File: src/hdl/shabs_pkg.sv
// shared types, constants and round functions of the sha-256 byte stream hash
package shabs_pkg;

	localparam int unsigned WordW    = 32;
	localparam int unsigned ChainN   = 8;
	localparam int unsigned BlockN   = 16;
	localparam int unsigned RoundN   = 64;
	localparam int unsigned CountW   = 61;
	localparam logic [7:0]  PadByte  = 8'h80;
	localparam logic [3:0]  LenHiIdx = 4'd14;
	localparam logic [3:0]  LastIdx  = 4'd15;
	localparam logic [5:0]  LastRnd  = 6'd63;
	localparam logic [2:0]  LastSel  = 3'd7;

	typedef logic [WordW-1:0] word_t;

	typedef struct packed {
		logic       mode;
		logic [7:0] data_byte;
	} in_item_t;

	typedef struct packed {
		logic [31:0] digest_word;
		logic        last_word;
	} out_item_t;

	// controls from the sequencer to the datapath
	typedef struct packed {
		logic       push;
		word_t      word;
		logic       load;
		logic       step;
		logic [5:0] rnd;
		logic       fold;
		logic       reinit;
		logic [2:0] sel;
	} ctl_t;

	localparam word_t InitHash [ChainN] = '{
		32'h6a09e667, 32'hbb67ae85, 32'h3c6ef372, 32'ha54ff53a,
		32'h510e527f, 32'h9b05688c, 32'h1f83d9ab, 32'h5be0cd19
	};

	localparam word_t RoundK [RoundN] = '{
		32'h428a2f98, 32'h71374491, 32'hb5c0fbcf, 32'he9b5dba5,
		32'h3956c25b, 32'h59f111f1, 32'h923f82a4, 32'hab1c5ed5,
		32'hd807aa98, 32'h12835b01, 32'h243185be, 32'h550c7dc3,
		32'h72be5d74, 32'h80deb1fe, 32'h9bdc06a7, 32'hc19bf174,
		32'he49b69c1, 32'hefbe4786, 32'h0fc19dc6, 32'h240ca1cc,
		32'h2de92c6f, 32'h4a7484aa, 32'h5cb0a9dc, 32'h76f988da,
		32'h983e5152, 32'ha831c66d, 32'hb00327c8, 32'hbf597fc7,
		32'hc6e00bf3, 32'hd5a79147, 32'h06ca6351, 32'h14292967,
		32'h27b70a85, 32'h2e1b2138, 32'h4d2c6dfc, 32'h53380d13,
		32'h650a7354, 32'h766a0abb, 32'h81c2c92e, 32'h92722c85,
		32'ha2bfe8a1, 32'ha81a664b, 32'hc24b8b70, 32'hc76c51a3,
		32'hd192e819, 32'hd6990624, 32'hf40e3585, 32'h106aa070,
		32'h19a4c116, 32'h1e376c08, 32'h2748774c, 32'h34b0bcb5,
		32'h391c0cb3, 32'h4ed8aa4a, 32'h5b9cca4f, 32'h682e6ff3,
		32'h748f82ee, 32'h78a5636f, 32'h84c87814, 32'h8cc70208,
		32'h90befffa, 32'ha4506ceb, 32'hbef9a3f7, 32'hc67178f2
	};

	function automatic word_t bsig0(word_t x);
		return {x[1:0], x[31:2]} ^ {x[12:0], x[31:13]} ^ {x[21:0], x[31:22]};
	endfunction

	function automatic word_t bsig1(word_t x);
		return {x[5:0], x[31:6]} ^ {x[10:0], x[31:11]} ^ {x[24:0], x[31:25]};
	endfunction

	function automatic word_t ssig0(word_t x);
		return {x[6:0], x[31:7]} ^ {x[17:0], x[31:18]} ^ {3'b000, x[31:3]};
	endfunction

	function automatic word_t ssig1(word_t x);
		return {x[16:0], x[31:17]} ^ {x[18:0], x[31:19]} ^ {10'd0, x[31:10]};
	endfunction

endpackage

File: src/hdl/shabs_datapath.sv
// message window, working variables, shared round unit and chaining words
module shabs_datapath (
	input  logic               clk,
	input  logic               arst_n,
	input  shabs_pkg::ctl_t    ctl,
	output logic [31:0]        digest_word
);
	import shabs_pkg::*;

	word_t win_q [BlockN];
	word_t var_q [ChainN];
	word_t chain_q [ChainN];
	word_t w_next, t1, t2, ch, maj;

	// schedule expansion off the sliding window
	assign w_next = win_q[0] + ssig0(win_q[1]) + win_q[9] + ssig1(win_q[14]);

	assign ch  = (var_q[4] & var_q[5]) ^ (~var_q[4] & var_q[6]);
	assign maj = (var_q[0] & var_q[1]) ^ (var_q[0] & var_q[2]) ^ (var_q[1] & var_q[2]);
	assign t1  = var_q[7] + bsig1(var_q[4]) + ch + RoundK[ctl.rnd] + win_q[0];
	assign t2  = bsig0(var_q[0]) + maj;

	assign digest_word = chain_q[ctl.sel];

	always_ff @(posedge clk) begin
		if (ctl.push || ctl.step) begin
			for (int i = 0; i < BlockN - 1; i++)
				win_q[i] <= win_q[i+1];
			win_q[BlockN-1] <= ctl.push ? ctl.word : w_next;
		end
		if (ctl.load) begin
			for (int i = 0; i < ChainN; i++)
				var_q[i] <= chain_q[i];
		end else if (ctl.step) begin
			var_q[7] <= var_q[6];
			var_q[6] <= var_q[5];
			var_q[5] <= var_q[4];
			var_q[4] <= var_q[3] + t1;
			var_q[3] <= var_q[2];
			var_q[2] <= var_q[1];
			var_q[1] <= var_q[0];
			var_q[0] <= t1 + t2;
		end
	end

	always_ff @(posedge clk or negedge arst_n) begin
		if (!arst_n) begin
			for (int i = 0; i < ChainN; i++)
				chain_q[i] <= InitHash[i];
		end else if (ctl.reinit) begin
			for (int i = 0; i < ChainN; i++)
				chain_q[i] <= InitHash[i];
		end else if (ctl.fold) begin
			for (int i = 0; i < ChainN; i++)
				chain_q[i] <= chain_q[i] + var_q[i];
		end
	end
endmodule
File: config.mk
export PLATFORM = sky130hd
export DESIGN_NAME = shabs_datapath
export DESIGN_NICKNAME = d
export VERILOG_FILES = /design/src/hdl/shabs_pkg.sv /design/src/hdl/shabs_datapath.sv
export SDC_FILE = /design/constraint.sdc
export NUM_CORES = 2
export LEC_CHECK = 0
export BUFFER_PORTS_ARGS = -buffer_cell sky130_fd_sc_hd__clkbuf_2
export CAP_MARGIN = 0
export CORE_MARGIN = 5
export CORE_UTILIZATION = 55
export DETAILED_ROUTE_END_ITERATION = 12
export PLACE_DENSITY_LB_ADDON = 0.08
export SLEW_MARGIN = 30
export SYNTH_ARGS = -nofsm -noshare
export SYNTH_HDL_FRONTEND = slang
export SYNTH_SLANG_ARGS = --single-unit
File: constraint.sdc
create_clock -name clk -period 9.9 [get_ports clk]
set_input_delay 0.99 -clock clk [delete_from_list [all_inputs] [get_ports clk]]
set_output_delay 0.99 -clock clk [all_outputs]
set_load 0.01 [all_outputs]
# Word-level counts from Yosys, hierarchy flattened
# Memory sizes are Yosys's and may differ from the RTL's.
# Cells that the tools add are included.
# totals
reg_bits	256
out_inout_bits	32
rom_bits	2048
mem_bits_rw	768
mem_count	3
inputBits	48
# mem_list
memory	words	word_bits	read_ports	rd_clocked_by_memory_dff	wr	line_no	rtl
(name not given)	64	32	1	0	0	shabs_datapath.sv:20	assign t1 = var_q[7] + bsig1(var_q[4]) + ch + RoundK[ctl.rnd] + win_q[0];
win_q	16	32	16	0	16	shabs_datapath.sv:10	word_t win_q [BlockN];
var_q	8	32	8	0	8	shabs_datapath.sv:11	word_t var_q [ChainN];
# classes
add_sub_neg	18
n_lt_le_gt_ge	2
reduce_logical	2
n_mux	23
bitwise_logic	27
# ops
operator	n
$add 32x32->32	18
$mux 256	2
$mux 32	13
$xor 32x32->32	9
$and 32x32->32	5
$bmux 32 s3	1
$not 32->32	1
$xor 32x22->32	1
$xor 32x29->32	1
$or 1x1->1	8
$ge 7x7->1 const B	1
$mux 1	7
$not 6->7	1
$ge 4x4->1 const B	1
$not 3->4	1
$reduce_bool 2->1	1
$logic_or 1x1->1	1

# Longest topological paths before layout
# logic_depth
ltp_word	8
ltp_mapped	42

# Least setup slack after synthesis
# Ideal clock, no wire load.
# synth_timing
path_type	input to register
start	input ctl[5] (netlist bit)
end	memory var_q[0][29] (netlist bit) (data pin)
slack_ns	0.832
arrival_ns	8.800
required_ns	9.632
path_buffers	3
cell_stages	40
cell_sequence	clkbuf_1 > inv_2 > ha_1 > clkbuf_1 > inv_1 > nor2_1 > nor3_1 > a211oi_1 > o22ai_1 > a21oi_1 > fa_1 > inv_1 > fa_1 > fa_1 > inv_1 > ha_1 > a21o_1 > a21oi_1 > (+4 left out) > a21oi_2 > o21ai_0 > xnor2_1 > inv_1 > fa_1 > inv_1 > ha_1 > clkbuf_1 > and4_1 > a22o_1 > a21o_1 > o221a_2 > a21oi_1 > o21ai_1 > a31o_2 > a21oi_1 > xor2_1 > o21ai_0
# synth_lines
element	line_no	rtl
start, declared	shabs_datapath.sv:5	input shabs_pkg::ctl_t ctl,
end, declared	shabs_datapath.sv:11	

==> impl_metrics.json <==
{
  "syn_inst": 6306,
  "yosysUniqueCellTypes": 90,
  "seq_area_frac_synth": 0.448,
  "dr.pass1.iters": 6,
  "synth-async-reset-ratio": 0.250,
  "max_slew_margin": 0.233,
  "synthFlopType": "edfxtp_1",
  "setup_violations": 0,
  "htreeDepth": 3,
  "die_w_um": 357,
  "numCtsBuffers": 110,
  "r2r_cells": 30,
  "core-area_um2": 120000,
  "hold_class": "in2async",
  "syn_area_um2": 66200,
  "via_per_inst": 6.11,
  "hold_viol_final": 0,
  "cts.clk_slew.worst_paths_ns": 0.06,
  "die-area_um2": 127000,
  "fin_crit_sh": 0.921,
  "status": "finished, final reports clean",
  "routed_wl_mm": 214,
  "antenna_left": 0,
  "yosys_register_bits": 1024,
  "clk_latency_ns": 0.79,
  "drtIter0Drc": 5152,
  "fp-row-count": 127,
  "cp_slowest_stage_delay_ns": 0.53,
  "drc": 0,
  "clock.fmax_mhz": 110,
  "grt-ovfl-total": 0,
  "io_buffers": 79,
  "clkSinkCount": 1024,
  "syn2layout_area_growth_pct": 9.87,
  "cts_setup_buffers": 0,
  "grt_max_degree": 170,
  "setup_tns_ns": 0,
  "hold_buffers": 0,
  "ios": 80,
  "max-cap-violations": 0,
  "cp-start-kind": "input port",
  "post_cts_resized": 0,
  "required_ns": 10.36,
  "fin_crit_ns": 9.12,
  "cts_buffer_depth": 3,
  "grt_usage": 0.334,
  "rsz0062_at_grt": "no",
  "fin_nets": 7011,
  "fp.dieH_um": 357,
  "multi_input_area_um2": 34200,
  "cp_max_fo": 19,
  "slowest_stage": "o21ai_0",
  "antenna_found_initial": 5,
  "dr_total_vias": 49407,
  "first_global_vias": 47482,
  "seqCellArea_um2": 29600,
  "syn-num-nets": 6935,
  "tightestPinTransition_ns": 1.15,
  "cts_root_buf": "clkbuf_16",
  "start_util": 0.553,
  "cp-end-kind": "register",
  "syn_avg_cell_area_um2": 10.5,
  "clock_skew_ns": 0.0993,
  "detail_route.wl_per_cell_um": 26.5,
  "grt_first_pass_wirelength_mm": 316,
  "cts_tree": "built",
  "critPathKind": "in2reg",
  "synth_edf_count": 768,
  "arrival_ns": 9.58,
  "dpl.hpwl_mm": 161,
  "place_congestion": 0.965,
  "fillers": 9999,
  "drv_slew": 0,
  "drive_gt1_frac": 0.114,
  "yosysWarnings": 0
}
-- sequential cells by signal (all words and copies together) (netlist names) --
register / cells
chain_q: 256
var_q: 256
win_q: 512
-- metrics by stage --
stage / cell area, µm² / setup WS (ns) / hold WS, ns / std cells / util
CTS: 72700 / 0.963 / 0.258 / 8090 / 0.607
detailed placement: 69000 / 0.213 / 0.405 / 7882 / 0.577
global route: 72700 / 0.441 / 0.316 / 8090 / 0.608
global placement: 69000 / 0.226 / 0.400 / 7882 / 0.577
floorplan: 66200 / 0.832 / 0.400 / 6306 / -
finish: 72700 / 0.784 / 0.243 / 8091 / 0.608
-- path summary, 6_finish.rpt --
path,endpoint,slack (ns),from
max,var_q[0][29],0.78,ctl[5]
min,chain_q[206],0.24,arst_n
max reg2reg,var_q[0][29],1.37,var_q[2][1]
min reg2reg,win_q[0][187],0.39,win_q[0][219]
max in group asynchronous,chain_q[17],8.10,arst_n
min in group clk,win_q[0][187],0.39,win_q[0][219]
-- placed cells by master, fill, tap and decap left out, drive strengths merged, types with 19 or more instances in the layout --
cell and n:
nand2 943, edfxtp 768, a21oi 425, o21ai 422
nor2 387, ha 386, xnor2 377, inv 319
clkbuf 214, fa 195, a21o 193, buf 189
xor2 179, dfstp 136, dfrtp 120, mux2i 101
nand2b 73, a211oi 70, mux4 69, nor3 62
o21bai 61, nand3 60, nor2b 57, mux2 55
a211o 51, clkinv 50, o21a 46, a31oi 37
o211ai 35, o31ai 30, and3 27, nand4 24
and2 22, or2 20, or3 19
-- worst max-delay path, delay by kind of cell --
| family | cells | cell delay, ns |
|---|---|---|
| simple gates | 1 | 0.23 |
| compound gates | 16 | 3.61 |
| mux | 1 | 0.48 |
| buf+inv | 7 | 1.20 |
| fa+ha+maj | 7 | 2.62 |
| xor+xnor | 2 | 0.41 |
-- synthesized netlist by cell type (9+ instances only) --
cell type / number / area (µm²)
o21a_1: 46 / 345
a21o_1: 192 / 1440
a311oi_1: 10 / 87.6
or2_2: 20 / 125
mux2_2: 55 / 619
o211ai_1: 35 / 263
o21bai_1: 61 / 458
inv_1: 316 / 1190
o22ai_1: 15 / 93.8
mux2i_1: 101 / 1010
nor3_1: 61 / 305
a21oi_1: 424 / 2120
nor4_1: 10 / 62.6
xnor2_1: 377 / 3300
a21boi_0: 13 / 97.6
nand2_1: 943 / 3540
o221ai_1: 10 / 87.6
o31ai_1: 30 / 225
edfxtp_1: 768 / 23100
nand2b_1: 73 / 457
mux4_2: 69 / 1550
ha_1: 386 / 4830
o21ai_0: 415 / 2080
a311o_1: 9 / 90.1
a2111oi_0: 10 / 87.6
fa_1: 195 / 3900
xor2_1: 179 / 1570
and2_1: 21 / 131
or3_1: 19 / 119
buf_1: 39 / 146
nor2b_1: 57 / 357
o311ai_0: 14 / 123
dfrtp_1: 120 / 3000
nand3b_1: 11 / 82.6
a221o_1: 15 / 150
a211o_1: 51 / 447
nor2_1: 387 / 1450
clkbuf_1: 254 / 953
a31o_2: 11 / 96.3
dfstp_2: 136 / 3570
and3_1: 27 / 169
nand3_1: 60 / 300
a31oi_1: 37 / 231
a211oi_1: 70 / 526
nand4_1: 24 / 150
-- metal layers --
layer  part of all wire  track usage  wire (µm)  vias to the layer above
met1               0.42        0.453      89800                    24420
met2               0.46        0.538      99300                     1878
met4              0.048        0.135      10300                        6
met3              0.070       0.0584      15000                      441
met5            0.00021            0         46                        -
li1                   -            -          -                    22662
-- kinds of logic (layout without fill, tap and decap cells) --
| group | after synthesis | count (layout) | share of synthesized area |
|---|---|---|---|
| AO/OA/AOI/OAI | 1555 | 1555 | 0.149 |
| XOR/XNOR | 556 | 556 | 0.0736 |
| adder cells (fa/ha/maj) | 584 | 584 | 0.132 |
| buffers and inverters | 618 | 790 | 0.0352 |
| flip-flops | 1024 | 1024 | 0.448 |
| multiplexers | 225 | 225 | 0.0481 |
| other | 0 | 1 | 0 |
| AND/OR/NAND/NOR | 1744 | 1744 | 0.114 |
-- cell type report --
type	instances	share of cell area
sequential	1024	0.408
clock inverter	67	0.0102
tap	1612	0.0277
clock buffer	141	0.0403
antenna	1	0.0000344
inverter	320	0.0166
multi-input combinational	4664	0.471
timing repair buffer	262	0.0266
Power is not shown: default switching activity piles up to over one toggle a cycle in this logic, so the estimate is an artifact.
