**config.mk**
```make
export PLATFORM = sky130hd
export DESIGN_NAME = shabs_ctrl
export DESIGN_NICKNAME = d
export VERILOG_FILES = /design/src/hdl/shabs_pkg.sv /design/src/hdl/shabs_ctrl.sv
export SDC_FILE = /design/constraint.sdc
export NUM_CORES = 1
export LEC_CHECK = 0
export BUFFER_PORTS_ARGS = -buffer_cell sky130_fd_sc_hd__buf_2
export CAP_MARGIN = 20
export CORE_MARGIN = 1
export CORE_UTILIZATION = 30
export DETAILED_ROUTE_END_ITERATION = 16
export PLACE_DENSITY = 0.53
export SLEW_MARGIN = 20
export SYNTH_ARGS = -nofsm -noshare
export SYNTH_HDL_FRONTEND = slang
export SYNTH_SLANG_ARGS = --single-unit
export TNS_END_PERCENT = 10
```
**constraint.sdc**
```tcl
create_clock -name clk -period 2.5 [get_ports clk]
set_input_delay 0.25 -clock clk [delete_from_list [all_inputs] [get_ports clk]]
set_output_delay 0.25 -clock clk [all_outputs]
set_load 0.1 [all_outputs]
```
**src/hdl/shabs_pkg.sv**
```systemverilog
// shared types, constants and round functions of the sha-256 byte stream hash
package shabs_pkg;

	localparam int unsigned WordW    = 32;
	localparam int unsigned ChainN   = 8;
	localparam int unsigned BlockN   = 16;
	localparam int unsigned RoundN   = 64;
	localparam int unsigned CountW   = 61;
	localparam logic [7:0]  PadByte  = 8'h80;
	localparam logic [3:0]  LenHiIdx = 4'd14;
	localparam logic [3:0]  LastIdx  = 4'd15;
	localparam logic [5:0]  LastRnd  = 6'd63;
	localparam logic [2:0]  LastSel  = 3'd7;

	typedef logic [WordW-1:0] word_t;

	typedef struct packed {
		logic       mode;
		logic [7:0] data_byte;
	} in_item_t;

	typedef struct packed {
		logic [31:0] digest_word;
		logic        last_word;
	} out_item_t;

	// controls from the sequencer to the datapath
	typedef struct packed {
		logic       push;
		word_t      word;
		logic       load;
		logic       step;
		logic [5:0] rnd;
		logic       fold;
		logic       reinit;
		logic [2:0] sel;
	} ctl_t;

	localparam word_t InitHash [ChainN] = '{
		32'h6a09e667, 32'hbb67ae85, 32'h3c6ef372, 32'ha54ff53a,
		32'h510e527f, 32'h9b05688c, 32'h1f83d9ab, 32'h5be0cd19
	};

	localparam word_t RoundK [RoundN] = '{
		32'h428a2f98, 32'h71374491, 32'hb5c0fbcf, 32'he9b5dba5,
		32'h3956c25b, 32'h59f111f1, 32'h923f82a4, 32'hab1c5ed5,
		32'hd807aa98, 32'h12835b01, 32'h243185be, 32'h550c7dc3,
		32'h72be5d74, 32'h80deb1fe, 32'h9bdc06a7, 32'hc19bf174,
		32'he49b69c1, 32'hefbe4786, 32'h0fc19dc6, 32'h240ca1cc,
		32'h2de92c6f, 32'h4a7484aa, 32'h5cb0a9dc, 32'h76f988da,
		32'h983e5152, 32'ha831c66d, 32'hb00327c8, 32'hbf597fc7,
		32'hc6e00bf3, 32'hd5a79147, 32'h06ca6351, 32'h14292967,
		32'h27b70a85, 32'h2e1b2138, 32'h4d2c6dfc, 32'h53380d13,
		32'h650a7354, 32'h766a0abb, 32'h81c2c92e, 32'h92722c85,
		32'ha2bfe8a1, 32'ha81a664b, 32'hc24b8b70, 32'hc76c51a3,
		32'hd192e819, 32'hd6990624, 32'hf40e3585, 32'h106aa070,
		32'h19a4c116, 32'h1e376c08, 32'h2748774c, 32'h34b0bcb5,
		32'h391c0cb3, 32'h4ed8aa4a, 32'h5b9cca4f, 32'h682e6ff3,
		32'h748f82ee, 32'h78a5636f, 32'h84c87814, 32'h8cc70208,
		32'h90befffa, 32'ha4506ceb, 32'hbef9a3f7, 32'hc67178f2
	};

	function automatic word_t bsig0(word_t x);
		return {x[1:0], x[31:2]} ^ {x[12:0], x[31:13]} ^ {x[21:0], x[31:22]};
	endfunction

	function automatic word_t bsig1(word_t x);
		return {x[5:0], x[31:6]} ^ {x[10:0], x[31:11]} ^ {x[24:0], x[31:25]};
	endfunction

	function automatic word_t ssig0(word_t x);
		return {x[6:0], x[31:7]} ^ {x[17:0], x[31:18]} ^ {3'b000, x[31:3]};
	endfunction

	function automatic word_t ssig1(word_t x);
		return {x[16:0], x[31:17]} ^ {x[18:0], x[31:19]} ^ {10'd0, x[31:10]};
	endfunction

endpackage

```
**src/hdl/shabs_ctrl.sv**
```systemverilog
// sequencer: byte packing, padding, round counting and digest readout
module shabs_ctrl (
	input  logic            clk,
	input  logic            arst_n,
	input  logic            in_valid,
	output logic            in_ready,
	input  logic            mode,
	input  logic [7:0]      data_byte,
	output logic            out_valid,
	input  logic            out_ready,
	output logic            last_word,
	output shabs_pkg::ctl_t ctl
);
	import shabs_pkg::*;

	typedef enum logic [4:0] {
		ST_IDLE  = 5'b00001,
		ST_PAD   = 5'b00010,
		ST_ROUND = 5'b00100,
		ST_FOLD  = 5'b01000,
		ST_EMIT  = 5'b10000
	} state_t;

	state_t              state_q, state_d;
	logic [23:0]         partial_q;
	logic [1:0]          bcnt_q;
	logic [3:0]          wcnt_q;
	logic [CountW-1:0]   count_q;
	logic [63:0]         bitlen_q;
	logic [5:0]          rnd_q;
	logic [2:0]          sel_q;
	logic                pad_q, len_q, last_q, fin_q;
	logic                in_acc, out_acc;
	word_t               pad_word;

	assign in_acc    = in_valid && in_ready;
	assign out_acc   = out_valid && out_ready;
	assign in_ready  = (state_q == ST_IDLE);
	assign out_valid = (state_q == ST_EMIT);
	assign last_word = (sel_q == LastSel);

	// first padding word: held bytes, then 0x80, then zeros
	always_comb begin
		case (bcnt_q)
			2'd0:    pad_word = {PadByte, 24'd0};
			2'd1:    pad_word = {partial_q[7:0], PadByte, 16'd0};
			2'd2:    pad_word = {partial_q[15:0], PadByte, 8'd0};
			default: pad_word = {partial_q, PadByte};
		endcase
	end

	always_comb begin
		state_d    = state_q;
		ctl        = '0;
		ctl.rnd    = rnd_q;
		ctl.sel    = sel_q;
		unique case (state_q)
			ST_IDLE: begin
				if (in_acc && !mode && bcnt_q == 2'd3) begin
					ctl.push = 1'b1;
					ctl.word = {partial_q, data_byte};
					if (wcnt_q == LastIdx) begin
						ctl.load = 1'b1;
						state_d  = ST_ROUND;
					end
				end else if (in_acc && mode) begin
					state_d = ST_PAD;
				end
			end
			ST_PAD: begin
				ctl.push = 1'b1;
				if (pad_q)
					ctl.word = pad_word;
				else if (wcnt_q == LenHiIdx)
					ctl.word = bitlen_q[63:32];
				else if (wcnt_q == LastIdx && len_q)
					ctl.word = bitlen_q[31:0];
				else
					ctl.word = '0;
				if (wcnt_q == LastIdx) begin
					ctl.load = 1'b1;
					state_d  = ST_ROUND;
				end
			end
			ST_ROUND: begin
				ctl.step = 1'b1;
				if (rnd_q == LastRnd)
					state_d = ST_FOLD;
			end
			ST_FOLD: begin
				ctl.fold = 1'b1;
				if (last_q)
					state_d = ST_EMIT;
				else if (fin_q)
					state_d = ST_PAD;
				else
					state_d = ST_IDLE;
			end
			ST_EMIT: begin
				if (out_acc && sel_q == LastSel) begin
					ctl.reinit = 1'b1;
					state_d    = ST_IDLE;
				end
			end
			default: state_d = ST_IDLE;
		endcase
	end

	always_ff @(posedge clk or negedge arst_n) begin
		if (!arst_n) begin
			state_q   <= ST_IDLE;
			partial_q <= '0;
			bcnt_q    <= '0;
			wcnt_q    <= '0;
			count_q   <= '0;
			bitlen_q  <= '0;
			rnd_q     <= '0;
			sel_q     <= '0;
			pad_q     <= 1'b0;
			len_q     <= 1'b0;
			last_q    <= 1'b0;
			fin_q     <= 1'b0;
		end else begin
			state_q <= state_d;
			if (ctl.push)
				wcnt_q <= wcnt_q + 4'd1;
			if (in_acc && !mode) begin
				count_q <= count_q + {{(CountW-1){1'b0}}, 1'b1};
				if (bcnt_q == 2'd3) begin
					partial_q <= '0;
					bcnt_q    <= '0;
				end else begin
					partial_q <= {partial_q[15:0], data_byte};
					bcnt_q    <= bcnt_q + 2'd1;
				end
			end
			if (in_acc && mode) begin
				bitlen_q <= {count_q, 3'b000};
				count_q  <= '0;
				pad_q    <= 1'b1;
				fin_q    <= 1'b1;
			end
			if (state_q == ST_PAD) begin
				if (pad_q) begin
					pad_q     <= 1'b0;
					partial_q <= '0;
					bcnt_q    <= '0;
				end else if (wcnt_q == LenHiIdx) begin
					len_q <= 1'b1;
				end else if (wcnt_q == LastIdx && len_q) begin
					last_q <= 1'b1;
				end
			end
			if (ctl.step)
				rnd_q <= rnd_q + 6'd1;
			if (out_acc)
				sel_q <= sel_q + 3'd1;
			if (ctl.reinit) begin
				fin_q  <= 1'b0;
				len_q  <= 1'b0;
				last_q <= 1'b0;
			end
		end
	end
endmodule

```
## After elaboration in Yosys (flattened, before gate mapping)

Cells that the tools add are included.
W data, S select, Z words.

| operators by class | value |
|---|---|
| add/sub/neg operators | 5 |
| eq/ne operators | 17 |
| mux-type cells | 43 |
| reductions and logical operators | 17 |

Operators by type and width:

| cell | count |
|---|---|
| $mux W61 | 2 |
| $mux W24 | 4 |
| $mux W32 | 3 |
| $pmux W32 S3 | 1 |
| $pmux W34 S2 | 1 |
| $add A61 B1 Y61 const B | 1 |
| $mux W34 | 1 |
| $mux W5 | 6 |
| $pmux W5 S5 | 1 |
| $mux W1 | 19 |
| $mux W2 | 5 |
| $reduce_bool A2 Y1 | 5 |
| $eq A4 B4 Y1 const B | 2 |
| $logic_and A1 B1 Y1 | 7 |
| $add A6 B1 Y6 const B | 1 |
| $eq A6 B6 Y1 const B | 1 |
| $ne A2 B2 Y1 const B | 3 |
| $reduce_and A3 Y1 | 2 |
| $eq A5 B1 Y1 const B | 1 |
| $eq A5 B2 Y1 const B | 1 |
| $eq A5 B3 Y1 const B | 1 |
| $eq A5 B4 Y1 const B | 1 |
| $eq A5 B5 Y1 const B | 1 |
| $add A4 B1 Y4 const B | 1 |
| other kinds (10) | 11 |

| word-level totals | value |
|---|---|
| bits in registers | 170 |
| bits of input ports | 13 |
| logic and storage cells | 94 |

## Longest topological paths before layout

Gate-level depths: netlist (run 1).

| logic depth | value |
|---|---|
| depth after elaboration | 7 |
| depth in mapped cells | 8 |
| depth with buffers taken out | 7 |

## Worst setup path before layout (run 1)

OpenSTA, ideal clock, no wires.

| path | value |
|---|---|
| path kind | flip-flop to flip-flop |
| start point | reg state_q[1] |
| end point | reg fin_q |
| arrival time | 5.239 ns |
| data required time | 2.342 ns |
| slack | -2.897 ns |
| stages on the path, launching flop included | 6 |
| period minus slack after synthesis | 5.397 ns |
| cell sequence | dfrtp_1 or2_2 nor4b_1 nand3_1 inv_1 nor2_1 |

RTL lines:

| what | RTL line | text |
|---|---|---|
| start: declaration | shabs_ctrl.sv:24 | `state_t state_q, state_d;` |
| start signal: assignment | shabs_ctrl.sv:124 | `state_q <= state_d;` |
| end signal: assignment | shabs_ctrl.sv:122 | `fin_q <= 1'b0;` |
| end signal: assignment | shabs_ctrl.sv:141 | `fin_q <= 1'b1;` |
| end signal: assignment | shabs_ctrl.sv:159 | `fin_q <= 1'b0;` |
| end: declaration | shabs_ctrl.sv:32 | `logic pad_q, len_q, last_q, fin_q;` |

==> results of run 1 <==
[cell usage in the layout, fill, tap and decap left out, types with 7 or more instances in the layout]
cell,netlist,routed
or4_1,8,8
a22o_1,34,25
a22oi_2,0,10
buf_4,0,52
and3_1,12,10
a21oi_1,65,62
o21ai_0,58,48
nand4_1,33,33
a22o_2,0,7
xnor2_1,10,10
nor4_1,10,10
buf_2,2,24
a221o_1,8,8
buf_6,0,14
nand2_2,0,9
a22oi_1,23,13
o31ai_1,8,8
buf_12,0,41
nand2_1,254,245
nand3_1,36,35
inv_1,22,20
nor3_1,16,14
xor2_1,15,15
dfrtp_1,169,168
o21ai_4,0,8
or3_1,27,26
clkbuf_16,0,17
nor2_1,56,54
[power by group]
| group | total (mW) | internal [mW] | switching (mW) |
|---|---|---|---|
| Sequential | 3.62 | 3.13 | 0.489 |
| Combinational | 3.50 | 1.23 | 2.27 |
| Clock | 2.65 | 1.41 | 1.23 |
[state kept, by name, indices dropped and copies added, names as in the netlist]
signal     cells
bcnt_q         2
bitlen_q      61
count_q       61
fin_q          1
last_q         1
len_q          1
pad_q          1
partial_q     24
rnd_q          6
sel_q          3
state_q        5
wcnt_q         4
[cells by family after synthesis]
| family | after synthesis | synth area share (%) |
|---|---|---|
| buf+inv | 76 | 3.32 |
| mux | 6 | 0.722 |
| fa+ha+maj | 10 | 1.44 |
| flops | 170 | 49.1 |
| simple gates | 488 | 26.3 |
| compound gates | 221 | 16.6 |
| xor+xnor | 25 | 2.53 |
[path summary, 6_finish.rpt]
check                             start            end
min in group asynchronous        arst_n  partial_q[22]
max reg2reg                  state_q[0]    count_q[57]
max in group asynchronous        arst_n    count_q[20]
min reg2reg                bitlen_q[36]   bitlen_q[36]
min                        data_byte[7]   partial_q[7]
max                           wcnt_q[1]        ctl[20]
[cells in the mapped netlist (all sizes together), types with 2 or more instances]
| cell type | instances |
|---|---|
| nand3 | 36 |
| xor2 | 15 |
| mux2i | 4 |
| or4 | 8 |
| nor4b | 3 |
| o21ai | 58 |
| buf | 6 |
| and2 | 6 |
| xnor2 | 10 |
| nand4 | 33 |
| o2bb2ai | 5 |
| nor4 | 12 |
| o31ai | 8 |
| and4 | 7 |
| a221o | 8 |
| nor2b | 6 |
| dfrtp | 169 |
| nor3b | 2 |
| a21oi | 65 |
| or3 | 27 |
| a222oi | 2 |
| clkbuf | 48 |
| nor3 | 16 |
| o22ai | 2 |
| ha | 10 |
| nand3b | 5 |
| a221oi | 5 |
| mux2 | 2 |
| a22o | 34 |
| nand2 | 254 |
| o2111ai | 2 |
| inv | 22 |
| o21a | 2 |
| nor2 | 56 |
| nand2b | 2 |
| and3 | 12 |
| a22oi | 23 |
[timing repair]
item | 4_1_cts | 5_1_grt
resized for setup | 42 | 27
hold buffers | 1 | 0
endpoints found under the setup margin | 34 | 45
buffers inserted | 7 | 4
pin swaps | 23 | 14
cloned | 1 | 0
endpoints found under the hold margin | 51 | 0
[critical path: stages (launching register included)]
cell and delay (ps):
dfrtp_1 410, buf_4 160, ha_4 160, and3_4 210, nor3b_2 180, buf_4 170, a222oi_1 380, nand2_2 110
buf_12 190
[metal layers]
metal,vias up,track usage [%],share of wire [%]
met3,31,2.77,4.2
met1,3840,26.8,47
li1,3739,-,-
met4,0,6.08,2.2
met2,202,30.9,47
met5,-,0,0
[layout make-up]
cell class                 count  share of cell area (%)
timing repair buffer         133                    13.1
tap                          378                    4.13
clock buffer                  17                    3.71
sequential                   170                    37.1
multi-input combinational    750                    39.8
inverter                      22                   0.753
clock inverter                15                    1.38
==> run metrics, run 1 <==
post-route insts no fill around 1500; Util after Layout 40.8%; clk_skew roughly 11 ps; Max Cap Viol 0; Hold Path Cell Cnt 2; CP Launch Type flop; EDFF count, synth 0; Routed Antenna Nets 0; share of flip-flops with an asynchronous set or reset between 90% and 100%; synth top area cells dfrtp_1 (49%), nand2_1 (11%), a21oi_1 (3.8%); worst reg-to-reg path cell count 8; Post-synth top flop dfrtp_1; IO Port Bufs approximately 60; DR pass1 iterations 7; die area 29600 um2; total grt overflow 0; Mapped Nets between 1000 and 1500; Yosys Warn Count 0; Final Hold Violating Endpoints 0; # rows slightly above 60; Reg area 4260 um2; WP data arrival 2400 ps; FMAX around 380 MHz; Final Max Slew Viols 0; HP Class in2reg; worst path required time 2250 ps; Layout area overhead 32.2%; Synth area leader dfrtp_1; worst skew pair latency ~430 ps; RSZ-0062 raised after global routing true; final hold slack ~59 ps; GRT Resource Usage Total 19.3%; Power Density about 850 nW/um2; Starting Density 30.9%; post-synth top area share about half; initial antenna violation count 0; 1st-iter DRT viols about 660; clock-pin slew on the worst setup and hold paths approximately 70 ps; crit end category output pin; Relative slew margins a little over 60%; Final nets 1117; syn_area_per_cell 8.71 um2; CTS Buf Count 17; flops & latches, synth 170; Cells after Synth between 900 and 1000; kind of critical path reg2out; routed vias/inst 5.26; min Tclk post-route between 2000 and 3000 ps; hpwl dp roughly 20000 um; H-Tree Depth 4; Pwr Total 9.76 mW; Final Cycle Share 106%; Die Width 172 um; area of the multi-input gates approximately 4600 um2; placed cells 1440; pre-CTS setup slack roughly 110 ps; design area around 11000 um2; core area 28100 um2; global-route wire length before repair between 40000 and 50000 um; Placed Area 10500 um2; Final setup violation count 24; via count between 7000 and 8000; Die H 172 um; Setup WS post-layout -146 ps; fill count 2825; Worst-Margin Slew approximately 560 ps; drc violations 0; clk root buf clkbuf_16; number of diodes 0; CTS tree built; LEAKAGE ~5.0 nW; Max Root-Sink Buffers 2; status finished with violations; number of clock sinks 170; wire length per cell around 18 um; io pins between 60 and 70; largest net degree at the start of global routing 69; count of cell types in the netlist 52; maximum VDD drop approximately 470 uV; Worst Path Max Fanout 6; final WL 27300 um; share of cells above drive strength 1 a little under a quarter; sequential area share after synthesis about 49%; mapped cell area 8670 um2; failing checks negative setup slack; setup slack, reg-to-reg about 60 ps; setup_tns -1370 ps; vias in the first global route between 7000 and 8000; RePlAce Congestion just under 0.9
(Power assumes the default switching activity.)
==> run 2: changes to the inputs <==
--- a/config.mk
+++ b/config.mk
@@ -7,10 +7,13 @@
 export LEC_CHECK = 0
 export BUFFER_PORTS_ARGS = -buffer_cell sky130_fd_sc_hd__buf_2
 export CAP_MARGIN = 20
+export CELL_PAD_IN_SITES_DETAIL_PLACEMENT = 1
+export CELL_PAD_IN_SITES_GLOBAL_PLACEMENT = 1
 export CORE_MARGIN = 1
 export CORE_UTILIZATION = 30
 export DETAILED_ROUTE_END_ITERATION = 16
-export PLACE_DENSITY = 0.53
+export GPL_TIMING_DRIVEN = 0
+export PLACE_DENSITY = 0.64
 export SLEW_MARGIN = 20
 export SYNTH_ARGS = -nofsm -noshare
 export SYNTH_HDL_FRONTEND = slang
==> run 2 against run 1 <==
Compared with the run above:
- the run still ends with negative setup slack left
- non-clock buffer count increased by 7
- combinational power increased by 5%
- maximum frequency decreased by 4.3%
- routed wire length increased by 16%
- largest power group is now combinational logic
- critical path depth unchanged
- sequential power about the same
- first-iteration DRC count decreased by 0.75%
- final area increased by 0.87%
- register-to-register slack got worse by 70 ps
- power increased by 3.4%
- flip-flop and latch count unchanged
- worst hold slack got worse by 0.77 ps
==> run metrics, run 2 (synthesized netlist as in run 1, its figures left out) <==
status finished with violations; failing checks negative setup slack; kind of critical path reg2out; Final Max Slew Viols 0 (unchanged); via count 8139 (+4.2%); WP data arrival 2520 ps (+120 ps); H-Tree Depth 4 (unchanged); initial antenna violation count 0 (unchanged); number of diodes 0 (unchanged); maximum VDD drop 480 uV (+2.6%); clock-pin slew on the worst setup and hold paths 80 ps (about the same); Power Density 873 nW/um2 (+2.5%); share of cells above drive strength 1 22.7% (+0.13 points); clk root buf clkbuf_16; DR pass1 iterations 5 (-2); routed vias/inst 5.46 (+3.7%); Setup WS post-layout -266 ps (-120 ps); CTS Buf Count 17 (unchanged); fill count 3246 (+15%); Worst-Margin Slew 599 ps (+37.3 ps); core area 28100 um2 (unchanged); Relative slew margins 59.7% (-2.6 points); Final Hold Violating Endpoints 0 (unchanged); critical path's slowest cell a222oi_1; Layout area overhead 33.4%; Final setup violation count 35 (+46%); drc violations 0 (unchanged); worst setup path startpoint wcnt_q[0]; final hold slack 58.5 ps (-0.771 ps); Critical Path, Cell by Cell inv_2 > ha_4 > and3_4 > nor3b_4 > buf_4 > a222oi_1 > nand2_2 > buf_6; Max Root-Sink Buffers 2 (unchanged); hpwl dp 22200 um (+11%); wire length per cell 21.2 um (+15%); setup_tns -4490 ps (-3120 ps); max incr delay on CP 490 ps (+80 ps); LEAKAGE 5.04 nW (about the same); Util after Layout 41.2% (+0.36 points); Hold Path Origin data_byte[1]; final WL 31600 um (+16%); worst skew pair latency 440 ps (about the same); RSZ-0062 raised after global routing true; Routed Antenna Nets 0 (unchanged); Die H 172 um (unchanged); pre-CTS setup slack -1310 ps (-1420 ps); Final Cycle Share 111% (+4.8 points); FMAX 362 MHz (-4.3%); io pins 62 (unchanged); Die Width 172 um (unchanged); Worst Path Max Fanout 8 (+2); most frequent cells in the layout nand2_1 (246), dfrtp_1 (164), a21oi_1 (63); vias in the first global route 8525 (+12%); CP top delay family simple AND/OR/NAND/NOR gates; CTS tree built; Max Cap Viol 0 (unchanged); largest net degree at the start of global routing 87 (+26%); WP buf/inv 3 (unchanged); Starting Density 30.9% (unchanged); CP Launch Type flop; GRT Resource Usage Total 22.3% (+3.0 points); setup slack, reg-to-reg -10 ps (-70 ps); die area 29600 um2 (unchanged); min Tclk post-route 2770 ps (+120 ps); most common cell after layout, fill and taps aside nand2_1; IO Port Bufs 61 (unchanged); 1st-iter DRT viols 658 (-0.75%); number of clock sinks 170 (unchanged); total grt overflow 0 (unchanged); HP Class in2reg; RePlAce Congestion 0.859 (-2.4%); global-route wire length before repair 49900 um (+14%); worst path required time 2250 ps (about the same); Final nets 1124 (+0.63%); largest registers bitlen_q: 61 flops, count_q: 61 flops, partial_q: 24 flops; crit end category output pin; # rows 61 (unchanged); clk_skew 13.6 ps (+2.87 ps); FF-to-FF Start state_q[2]
run 2: cell types whose count changed in the layout (fill, tap and decap cells not counted), sizes merged:
cell,before,now
clkbuf,18,61
buf,131,95
inv,28,30
bufinv,1,2
clkinv,4,1
run 2: cell type report:
class | count | area [um2] | area share [%]
multi-input cells | 750 | 4740 | 41.0
flip-flops and latches | 170 | 4260 | 36.9
repair buffers | 93 | 1110 | 9.59
well taps | 378 | 473 | 4.09
clock buffers | 17 | 425 | 3.68
plain buffers | 47 | 290 | 2.51
clock inverters | 15 | 176 | 1.53
inverters | 22 | 86.3 | 0.747
run 2: layer usage:
| metal | GRT usage (%) | wire length [um] | vias to the layer above |
|---|---|---|---|
| met5 | 0 | 0 | - |
| met4 | 7.85 | 831 | 0 |
| met3 | 2.54 | 960 | 54 |
| met2 | 36.6 | 15100 | 187 |
| met1 | 30.3 | 14700 | 4137 |
| li1 | - | - | 3761 |
run 2: timing repair:
item | CTS | global route
endpoints found under the hold margin | 50 | 0
buffers inserted | 22 | 4
gates resized for setup | 226 | 46
cloned | 3 | 0
endpoints found under the setup margin | 172 | 104
pin swaps | 26 | 34
hold buffers | 1 | 0
run 2: final timing paths:
check | to | depth (start not counted)
worst max register to register | count_q[20] | 7
worst min-delay path | partial_q[1] | 2
min in group asynchronous | count_q[34] | 2
worst max-delay path | ctl[20] | 8
worst min register to register | bitlen_q[31] | 2
max in group asynchronous | count_q[17] | 3
run 2: metrics by stage:
stage               cells  area [um2]  power (mW)
finish               1492       11600        10.1
global route         1492       11600        10.6
CTS                  1488       11400        9.96
floorplan             996        8870        5.68
detailed placement   1437        9710        6.59
global placement     1435        9650        6.51
run 2: where the power goes:
group	switching (mW)	leakage [nW]	internal, mW
sequential	0.502	2.28	3.13
clock	1.27	0.289	1.52
combinational	2.47	2.47	1.21
total	4.24	5.04	5.85
run 2: worst reg2reg max path: stages (launching register included):
cell	delay, ps
dfrtp_2	450
nor3_4	330
buf_4	170
nand2_2	160
nor2_1	290
buf_2	380
clkbuf_1	480
nor2_1	110
==> run 3: changes to the inputs <==
--- a/config.mk
+++ b/config.mk
@@ -12,8 +12,7 @@
 export CORE_MARGIN = 1
 export CORE_UTILIZATION = 30
 export DETAILED_ROUTE_END_ITERATION = 16
-export GPL_TIMING_DRIVEN = 0
-export PLACE_DENSITY = 0.64
+export PLACE_DENSITY_LB_ADDON = 0.1
 export SLEW_MARGIN = 20
 export SYNTH_ARGS = -nofsm -noshare
 export SYNTH_HDL_FRONTEND = slang
==> run 3 against run 2 <==
Compared with the run above:
- the flow still finishes with violations (negative setup slack)
- count of clock-buffer cells in the layout is the same
- cell count grew 0.27%
- critical endpoint is now ctl[32]
- critical path type unchanged
- first-iteration DRC count is 28% lower
- routed wire length rose by 0.89%
==> run metrics, run 3 (synthesized netlist as in run 1, its figures left out) <==
vias in the first global route 8278 (-2.9%); Hold Path Cell Cnt 2 (unchanged); number of diodes 0 (unchanged); R2R Path End count_q[53]; FMAX 370 MHz (+2.2%); kind of critical path reg2out; Util after Layout 41.0% (-0.19 points); LEAKAGE 5.10 nW (+1.1%); drc violations 0 (unchanged); worst setup path startpoint wcnt_q[1]; Worst Path Max Fanout 12 (+4); Final nets 1128 (+0.36%); FF-to-FF Start state_q[4]; status finished with violations; Die H 172 um (unchanged); H-Tree Depth 4 (unchanged); CTS tree built; worst reg-to-reg path cell count 8 (+1); routed vias/inst 5.34 (-2.1%); Layout area overhead 32.8%; DR pass1 iterations 5 (unchanged); M1 WL 15300 um (+4.2%); Starting Density 30.9% (unchanged); CP Launch Type flop; clock-pin slew on the worst setup and hold paths 70 ps (about the same); setup slack, reg-to-reg 80 ps (+90 ps); Relative slew margins 61.3% (+1.6 points); crit end category output pin; Setup WS post-layout -206 ps (+59.7 ps); placed cells 1458 (+1.5%); Routed Antenna Nets 0 (unchanged); number of clock sinks 170 (unchanged); RSZ-0062 raised after global routing true; Pwr Total 9.98 mW (-1.1%); # rows 61 (unchanged); clk root buf clkbuf_16; wire length per cell 21.3 um (+0.62%); total grt overflow 0 (unchanged); met3 wire length 1090 um (+13%); met2 WL 14800 um (-1.9%); Final Max Slew Viols 0 (unchanged); worst skew pair latency 450 ps (about the same); final WL 31900 um (+0.89%); setup_tns -2900 ps (+1590 ps); global-route wire length before repair 50100 um (+0.33%); Power Density 867 nW/um2 (-0.67%); initial antenna violation count 0 (unchanged); Max Cap Viol 0 (unchanged); WP data arrival 2460 ps (-60 ps); Worst-Margin Slew 580 ps (-18.9 ps); io pins 62 (unchanged); maximum VDD drop 507 uV (+5.7%); min Tclk post-route 2710 ps (-59.7 ps); failing checks negative setup slack; HP Class in2reg; Die Width 172 um (unchanged); hpwl dp 23400 um (+5.7%); Final Cycle Share 108% (-2.4 points); RePlAce Congestion 0.841 (-2.1%); Max Root-Sink Buffers 2 (unchanged); most common cell after layout, fill and taps aside nand2_1; 1st-iter DRT viols 477 (-28%); core area 28100 um2 (unchanged); largest registers bitlen_q: 61 flops, count_q: 61 flops, partial_q: 24 flops; Max Used Layer met4; largest net degree at the start of global routing 69 (-21%); Final Hold Violating Endpoints 0 (unchanged); via count 7986 (-1.9%); Hold Path Origin data_byte[4]; die area 29600 um2 (unchanged); post-route insts no fill 1496 (+0.27%); share of cells above drive strength 1 22.5% (-0.26 points); Final setup violation count 29 (-17%); IO Port Bufs 61 (unchanged); CTS Buf Count 17 (unchanged); fill count 3264 (+0.55%); clk_skew 12.8 ps (-0.790 ps); hold worst-path end partial_q[4]; most frequent cells in the layout nand2_1 (245), dfrtp_1 (168), buf_4 (63); worst path required time 2250 ps (about the same); GRT Resource Usage Total 22.8% (+0.48 points)
## run 3: cell types whose count changed in the layout (fill, tap and decap cells not counted), sizes merged
cell,before,now
bufinv,2,1
clkinvlp,4,3
clkinv,1,3
clkbuf,61,18
buf,95,142
## run 3: worst max-delay path, cell delays in order (launching register included)
cell and delay, ps:
dfrtp_1 420, ha_2 210, and3_4 180, and2_4 140, buf_6 160, a221oi_2 280
buf_4 170, a21oi_1 40, a22o_2 240, buf_12 170
## run 3: cell type report
class	count	area (um2)	share of cell area, %
well taps	378	473	4.11
clock buffers	17	425	3.70
repair buffers	144	1600	13.9
flip-flops and latches	170	4260	37.0
clock inverters	15	154	1.34
multi-input cells	750	4520	39.3
inverters	22	86.3	0.750
## run 3: what timing repair did
action	4_1_cts	5_1_grt
hold buffers	1	0
endpoints found under the hold margin	50	0
gates cloned	1	0
resized for setup	38	17
pin swaps	14	7
setup endpoints to repair	33	49
setup buffers	3	1
## run 3: worst max-delay path by stage
stage	to	slack (ps)
floorplan	ctl[28]	-470
CTS	ctl[20]	-200
global placement	count_q[53]	60
finish	ctl[32]	-210
global route	ctl[20]	-280
detailed placement	count_q[53]	40
## run 3: layer usage
| metal | global-route usage (%) | vias up |
|---|---|---|
| met5 | 0 | - |
| met4 | 7.12 | 0 |
| met3 | 3.80 | 38 |
| met2 | 35.7 | 143 |
| met1 | 31.9 | 4042 |
| li1 | - | 3763 |
## run 3: power breakdown
group	switching, mW	internal, mW
clock	1.31	1.41
sequential	0.530	3.13
combinational	2.35	1.25
total	4.19	5.79
## run 3: through the flow
step	setup WS [ps]	area (um2)	hold WS, ps
after floorplan	-469	8870	-45.6
after global placement	57.8	10700	276
after detailed placement	43.5	10700	273
after CTS	-204	11400	31.9
after global routing	-276	11500	51.2
final	-206	11500	51.0
